==> src/hdl/hpss_median_separator_defines.svh <==
// Assertion macros shared by the median separator RTL.
// Needs clk_i and rst_ni in the scope of every use.
`ifndef HPSS_MEDIAN_SEPARATOR_DEFINES_SVH
`define HPSS_MEDIAN_SEPARATOR_DEFINES_SVH

// Checks that prop holds at every clock edge outside reset.
`define HPSS_ASSERT(lbl, prop, msg) \
  lbl: assert property (@(posedge clk_i) disable iff (!rst_ni) (prop)) else $error(msg);

// Checks that cond implies prop in the following cycle.
`define HPSS_ASSERT_NEXT(lbl, cond, prop, msg) \
  lbl: assert property (@(posedge clk_i) disable iff (!rst_ni) (cond) |=> (prop)) \
    else $error(msg);

`endif

==> src/hdl/hpss_pkg.sv <==
// Package for the median separator: field widths, codes and control structs.
// Used by every RTL file of the block.
`default_nettype none
package hpss_pkg;

  localparam int BIN_W    = 10;
  localparam int ROW_W    = 6;
  localparam int MODE_W   = 2;
  localparam int MAG_W    = 32;
  localparam int CFG_IDX_W = 2;
  localparam int CFG_DAT_W = 11;
  localparam int CNT_W    = 8;

  localparam int DEF_MAX_WINDOW   = 64;
  localparam int DEF_MAX_BINS     = 1024;
  localparam int DEF_HISTORY_ROWS = 64;
  localparam int MIN_HIST_ROWS    = 3;

  localparam logic [MODE_W-1:0] MODE_HIST  = 2'd0;
  localparam logic [MODE_W-1:0] MODE_FRAME = 2'd1;
  localparam logic [MODE_W-1:0] MODE_QUERY = 2'd2;

  localparam logic [CFG_IDX_W-1:0] CFG_FRAMES_VALID = 2'd0;
  localparam logic [CFG_IDX_W-1:0] CFG_WINDOW_WIDTH = 2'd1;
  localparam logic [CFG_IDX_W-1:0] CFG_BIN_COUNT    = 2'd2;

  localparam logic [1:0] SRC_HIST = 2'd0;
  localparam logic [1:0] SRC_BIN  = 2'd1;
  localparam logic [1:0] SRC_NBR  = 2'd2;

  typedef struct packed {
    logic             take;
    logic             clear;
    logic             rd_en;
    logic [1:0]       src;
    logic [CNT_W-1:0] idx;
    logic             shift;
    logic             odd;
    logic             latch_harm;
    logic             latch_perc;
    logic             load_out;
  } hpss_cmd_t;

  typedef struct packed {
    logic [CNT_W-1:0] rows;
    logic             h_hist;
    logic [CNT_W-1:0] win;
    logic             out_free;
  } hpss_sts_t;

endpackage
`default_nettype wire

==> src/hdl/hpss_ctrl.sv <==
// Controller of the median separator: sequences gather, select and output steps.
// Depends on hpss_pkg and the assertion macros header.
`default_nettype none
`include "hpss_median_separator_defines.svh"
module hpss_ctrl
  import hpss_pkg::*;
(
  input  wire logic              clk_i,
  input  wire logic              rst_ni,
  input  wire logic              req_valid_i,
  input  wire logic [MODE_W-1:0] req_mode_i,
  output logic                   req_ready_o,
  input  wire hpss_sts_t         sts_i,
  output hpss_cmd_t              cmd_o
);

  localparam logic [2:0] ST_IDLE  = 3'd0;
  localparam logic [2:0] ST_GATH  = 3'd1;
  localparam logic [2:0] ST_DRAIN = 3'd2;
  localparam logic [2:0] ST_SEL   = 3'd3;
  localparam logic [2:0] ST_OUT   = 3'd4;

  logic [2:0]       state_q, state_d;
  logic             phase_q, phase_d;
  logic [CNT_W-1:0] k_q, k_d;
  logic [CNT_W-1:0] cnt_q, cnt_d;
  logic [CNT_W-1:0] sel_q, sel_d;
  logic [1:0]       src_q, src_d;

  always_comb begin
    state_d = state_q;
    phase_d = phase_q;
    k_d     = k_q;
    cnt_d   = cnt_q;
    sel_d   = sel_q;
    src_d   = src_q;
    cmd_o   = '0;
    cmd_o.idx = k_q;
    cmd_o.src = src_q;
    cmd_o.odd = cnt_q[0];
    req_ready_o = 1'b0;
    case (state_q)
      ST_IDLE: begin
        req_ready_o = 1'b1;
        cmd_o.take  = req_valid_i;
        if (req_valid_i && req_mode_i == MODE_QUERY) begin
          cmd_o.clear = 1'b1;
          phase_d = 1'b0;
          k_d     = '0;
          cnt_d   = sts_i.h_hist ? sts_i.rows : CNT_W'(1);
          src_d   = sts_i.h_hist ? SRC_HIST : SRC_BIN;
          state_d = ST_GATH;
        end
      end
      ST_GATH: begin
        cmd_o.rd_en = 1'b1;
        k_d = k_q + 1'b1;
        if (k_q == cnt_q - 1'b1) begin
          state_d = ST_DRAIN;
        end
      end
      ST_DRAIN: begin
        sel_d   = cnt_q[0] ? (cnt_q >> 1) : ((cnt_q >> 1) - 1'b1);
        state_d = ST_SEL;
      end
      ST_SEL: begin
        if (sel_q == '0) begin
          if (!phase_q) begin
            cmd_o.latch_harm = 1'b1;
            cmd_o.clear = 1'b1;
            phase_d = 1'b1;
            k_d     = '0;
            cnt_d   = sts_i.win;
            src_d   = SRC_NBR;
            state_d = ST_GATH;
          end else begin
            cmd_o.latch_perc = 1'b1;
            state_d = ST_OUT;
          end
        end else begin
          cmd_o.shift = 1'b1;
          sel_d = sel_q - 1'b1;
        end
      end
      ST_OUT: begin
        if (sts_i.out_free) begin
          cmd_o.load_out = 1'b1;
          state_d = ST_IDLE;
        end
      end
      default: begin
        state_d = ST_IDLE;
      end
    endcase
  end

  always_ff @(posedge clk_i or negedge rst_ni) begin
    if (!rst_ni) begin
      state_q <= ST_IDLE;
      phase_q <= 1'b0;
      k_q     <= '0;
      cnt_q   <= '0;
      sel_q   <= '0;
      src_q   <= SRC_HIST;
    end else begin
      state_q <= state_d;
      phase_q <= phase_d;
      k_q     <= k_d;
      cnt_q   <= cnt_d;
      sel_q   <= sel_d;
      src_q   <= src_d;
    end
  end

  `HPSS_ASSERT(a_gather_bound, state_q != ST_GATH || k_q < cnt_q, "gather index overran count")
  `HPSS_ASSERT_NEXT(a_drain_to_sel, state_q == ST_DRAIN, state_q == ST_SEL, "drain not followed by select")
  `HPSS_ASSERT_NEXT(a_harm_to_perc, state_q == ST_SEL && sel_q == '0 && !phase_q,
    state_q == ST_GATH && phase_q && src_q == SRC_NBR, "percussive pass did not follow")

endmodule
`default_nettype wire

==> config.mk <==
export PLATFORM = sky130hd
export DESIGN_NAME = hpss_ctrl
export DESIGN_NICKNAME = d
export VERILOG_FILES = /design/src/hdl/hpss_pkg.sv /design/src/hdl/hpss_ctrl.sv
export VERILOG_INCLUDE_DIRS = /design/src /design/src/hdl
export SDC_FILE = /design/constraint.sdc
export NUM_CORES = 1
export LEC_CHECK = 0
export BUFFER_PORTS_ARGS = -buffer_cell sky130_fd_sc_hd__buf_4
export CORE_MARGIN = 5
export CORE_UTILIZATION = 45
export DETAILED_ROUTE_END_ITERATION = 16
export PLACE_DENSITY = 0.67
export SLEW_MARGIN = 15
export SYNTH_ARGS = -nofsm -noshare
export SYNTH_HDL_FRONTEND = slang
export SYNTH_SLANG_ARGS = --single-unit
==> constraint.sdc <==
create_clock -name clk_i -period 2.7 [get_ports clk_i]
set_input_delay 0.27 -clock clk_i [delete_from_list [all_inputs] [get_ports clk_i]]
set_output_delay 0.27 -clock clk_i [all_outputs]
set_load 0.01 [all_outputs]
==> out/results.txt <==
For this block, the routed nets add up to 4.918 mm of wire. The number of hold-slack violations in the final timing report was 0. The logs give 2 for the largest buffer count on any clock path and 57 for the distinct cell type count after synthesis. The flow ran to the end, and the final reports show no timing, DRC or antenna violations.

The number of antenna diodes was 0. In the routed design, unresolved DRC markers number 0. In this run the vertical extent of the chip is 78.14 um. The worst path uses 90.00% of the clock period. The die covers 6106 um^2. By startpoint and endpoint, the worst setup path is classified as reg2out. Dividing the detail-routed via count by the number of cells gives 5.570. VDD sags by at most 0.0005351 V. The number of top-level pins was 42; the mean routed wirelength per cell was 14.99 um. The worst setup path is captured at an output port. The flip-flop and latch count after synthesis works out to 30.

In this run, CTS created clock tree buffers numbering 5. Counting I/O delays and the setup requirement, the final critical path takes 2.430 ns. The first global-routing pass estimated 8.245 mm of wire.

Counting instances, the worst hold path has a depth of 3. The tools report the post-route clock skew as 0.008810 ns. The area growth from synthesis to layout is 18.92%.

For the number of cells produced by synthesis, the log shows 239. For the worst setup path, the data required time is 2.43 ns. The total iterations of the first detailed-routing run is 4. The startpoint kind of the worst setup timing path was a flop. Cells with a size suffix above 1 make up 23.55% of the layout.

After clock tree synthesis, the clock-pin slew on the worst setup and hold paths is 0.06 ns. Portion of synthesized cell area occupied by the leading cell type: 35.93%. The total grt overflow was 0; the power spent charging and discharging nets was 1.273 mW. For the highest clock rate, the log shows 411.5 MHz. The largest driver fanout on the critical path was 23; the synthesized area was 2090 um^2. The last weighted congestion value of the routability-driven placer was 0.8642; the number of flops mapped to enable cells by yosys was 0. Core outline area: 4444 um^2.

At the later pin of the worst-skew pair, clock insertion delay measures 0.28 ns. TritonCTS built the clock tree. Global routing used 16.88% of the available tracks. The quantity of I/O buffers inserted on ports was 41; the post-synthesis net count was 267. Among all cell types in the netlist, the one instantiated most often is sky130_fd_sc_hd__dfrtp_1. By area the synthesized netlist is led by sky130_fd_sc_hd__dfrtp_1, sky130_fd_sc_hd__nand2_1, sky130_fd_sc_hd__xor2_1, sky130_fd_sc_hd__o21ai_0, sky130_fd_sc_hd__nand3_1. The TritonCTS sink count is 30, and the switching fraction of total power is 45.45%. The floorplan die width works out to 78.14 um. The top cell type by total area after synthesis was sky130_fd_sc_hd__dfrtp_1. After clock tree synthesis, the setup repair step added 0 buffers. The DRC violation total after the first TritonRoute iteration was 94; the number of gates resized after cts was 0.

The share of the core filled with cells in the final layout is 55.91%, and the remaining antenna violation count after routing is 0. In the synthesized netlist the dominant register cell turns out to be sky130_fd_sc_hd__dfrtp_1. The run gives 24 as the cell row count. For this design the ratio of total power to cell area is 1127 nW/um^2. The leakage dissipation was 1.106 nW; the worst-case register-to-register setup slack was 0.48 ns. Sequential cells were found to cover 35.93% of the synthesized design area. Setup total negative slack on the finished layout was measured at 0 ns.

For the total half-perimeter wirelength after legalization and detailed placement, the log shows 3.695 mm. The tools report the startpoint of the lowest-slack register-to-register path as cnt_q[0]$_DFFE_PN0P_. The share of total power dissipated in the clock network is 13.4%.

The clock root buffer is sky130_fd_sc_hd__clkbuf_8. The class of the tightest hold or removal check was in2reg. Detailed routing inserted a total of 1827 vias. The run gives 1676 as the via count of the first global-routing pass. The tools report the hold path endpoint as cnt_q[6]$_DFFE_PN0P_. The run gives 1.528 mW as the cell internal power dissipation. Number of inserted filler cells in the final layout: 439. In this run the most critical hold path is launched from sts_i[7].

The part of the power in combinational logic was 52.4%; the transition time at the pin with the least slew margin was 0.8852 ns. Registers are responsible for 34.2% of the overall power. Data on the critical path arrives at its endpoint at 2.16 ns. The post-synthesis async set-or-reset flop share is 100.0%, and the number of nets in the layout is 303.

The run gives 2 as the number of levels the H-tree was split into. After synthesis, the mean cell area works out to 8.743 um^2. The worst pin sits at a relative slew slack of 40.21%. The run gives 0 as the count of maximum capacitance violations.

Entering global routing, the biggest net connects 31 pins. The worst flop-to-flop path endpoint is state_q[1]$_DFFE_PN0P_. For this configuration, the core starts out at a cell density of 47.02%. Setup violations remaining at the end of the flow were counted as 0.

The count of final max-slew check failures is 0. Measured in cells, the most critical reg-to-reg path has a length of 7. Ranked by instance count, the synthesized netlist is headed by sky130_fd_sc_hd__dfrtp_1, sky130_fd_sc_hd__nand2_1, sky130_fd_sc_hd__o21ai_0.

The number of antenna violations at the first check in global routing was 0. Setup repair after global routing left no endpoint under its margin. The total number of yosys warnings came out at 0.
[cell usage in the layout, fill, tap and decap left out, types with 3 or more instances in the layout]
cell type,count
sky130_fd_sc_hd__or4_1,3
sky130_fd_sc_hd__nor4_1,3
sky130_fd_sc_hd__a21oi_1,11
sky130_fd_sc_hd__nand2_1,28
sky130_fd_sc_hd__nand3b_1,3
sky130_fd_sc_hd__o21ai_0,17
sky130_fd_sc_hd__buf_4,44
sky130_fd_sc_hd__inv_1,12
sky130_fd_sc_hd__clkbuf_8,6
sky130_fd_sc_hd__xor2_1,12
sky130_fd_sc_hd__ha_1,5
sky130_fd_sc_hd__nor2_1,15
sky130_fd_sc_hd__nor3_1,4
sky130_fd_sc_hd__xnor2_1,7
sky130_fd_sc_hd__dfrtp_1,30
sky130_fd_sc_hd__or3_1,3
sky130_fd_sc_hd__nand3_1,15
sky130_fd_sc_hd__o211ai_1,3
sky130_fd_sc_hd__nand2b_1,3
sky130_fd_sc_hd__a31oi_1,8
[what timing repair did]
action	in CTS	in global routing
hold endpoints to repair	30	0
hold buffers	1	0
setup endpoints to repair	0	0
[power by group through the flow]
stage,Combinational (mW),Sequential [mW],Clock [mW]
4_1_cts,1.48,0.959,0.387
3_5_place_dp,1.47,0.968,0
6_report,1.47,0.959,0.375
5_1_grt,1.65,0.999,0.412
3_3_place_gp,1.45,0.959,0
2_1_floorplan,1.23,0.824,0
[layout make-up]
| class | instances | area [um^2] | share of cell area, % |
|---|---|---|---|
| multi-input combinational | 181 | 1192 | 47.99 |
| sequential | 30 | 750.7 | 30.21 |
| timing repair buffer | 45 | 340.3 | 13.70 |
| clock buffer | 7 | 86.33 | 3.474 |
| tap | 52 | 65.06 | 2.618 |
| inverter | 12 | 45.04 | 1.813 |
| clock inverter | 1 | 5.005 | 0.2014 |
[sequential cells by signal, indices dropped and copies added, names as in the netlist]
signal	cells
sel_q	8
k_q	8
state_q	3
src_q	2
phase_q	1
cnt_q	8
[worst max-delay path, cell delays in order (launching register included)]
cell and delay [ns]:
sky130_fd_sc_hd__dfrtp_1 0.38, sky130_fd_sc_hd__inv_1 0.09, sky130_fd_sc_hd__ha_1 0.20, sky130_fd_sc_hd__nor3b_4 0.38, sky130_fd_sc_hd__nand4_1 0.23, sky130_fd_sc_hd__nand2_2 0.39, sky130_fd_sc_hd__buf_4 0.20
[worst max path at each step]
stage          depth (start not counted)                endpoint                 start  slack (ns)
5_1_grt                                6               cmd_o[16]  sel_q[0]$_DFFE_PN0P_        0.08
6_report                               6               cmd_o[16]  sel_q[0]$_DFFE_PN0P_        0.27
4_1_cts                                6               cmd_o[16]  sel_q[0]$_DFFE_PN0P_        0.24
3_3_place_gp                           7  state_q[1]$_DFFE_PN0P_  cnt_q[0]$_DFFE_PN0P_        0.54
2_1_floorplan                          8  state_q[1]$_DFFE_PN0P_  cnt_q[0]$_DFFE_PN0P_        0.68
3_5_place_dp                           7  state_q[1]$_DFFE_PN0P_  cnt_q[0]$_DFFE_PN0P_        0.49
[cells by family after synthesis]
family,count (synthesis),share of synthesized area [%]
AOI/OAI and AO/OA,57,18.80
xor gates and xnor gates,19,7.964
adders and majority gates,5,2.994
buffers and inverters,28,7.005
DFF,30,35.93
and+or+nand+nor,100,27.31
[through the flow]
stage               hold slack [ns]  instances  power (mW)  instance area, um^2  setup slack (ns)
floorplan                  -0.02559        239       2.051                 2090            0.6754
global placement             0.2250        319       2.413                 2384            0.5367
detailed placement           0.2263        319       2.439                 2384            0.4861
CTS                          0.2357        328       2.827                 2485            0.2440
global route                 0.2424        328       3.059                 2485           0.07576
finish                       0.2421        328       2.801                 2485            0.2699
[metal layers]
| layer | vias up | GRT usage [%] | wire, um |
|---|---|---|---|
| li1 | 931 | - | - |
| met1 | 852 | 23.55 | 2361 |
| met2 | 39 | 25.77 | 2293 |
| met3 | 5 | 3.890 | 213 |
| met4 | 0 | 5.769 | 48 |
| met5 | - | 0 | 0 |
Note: power is estimated with default switching activity, not from simulation.
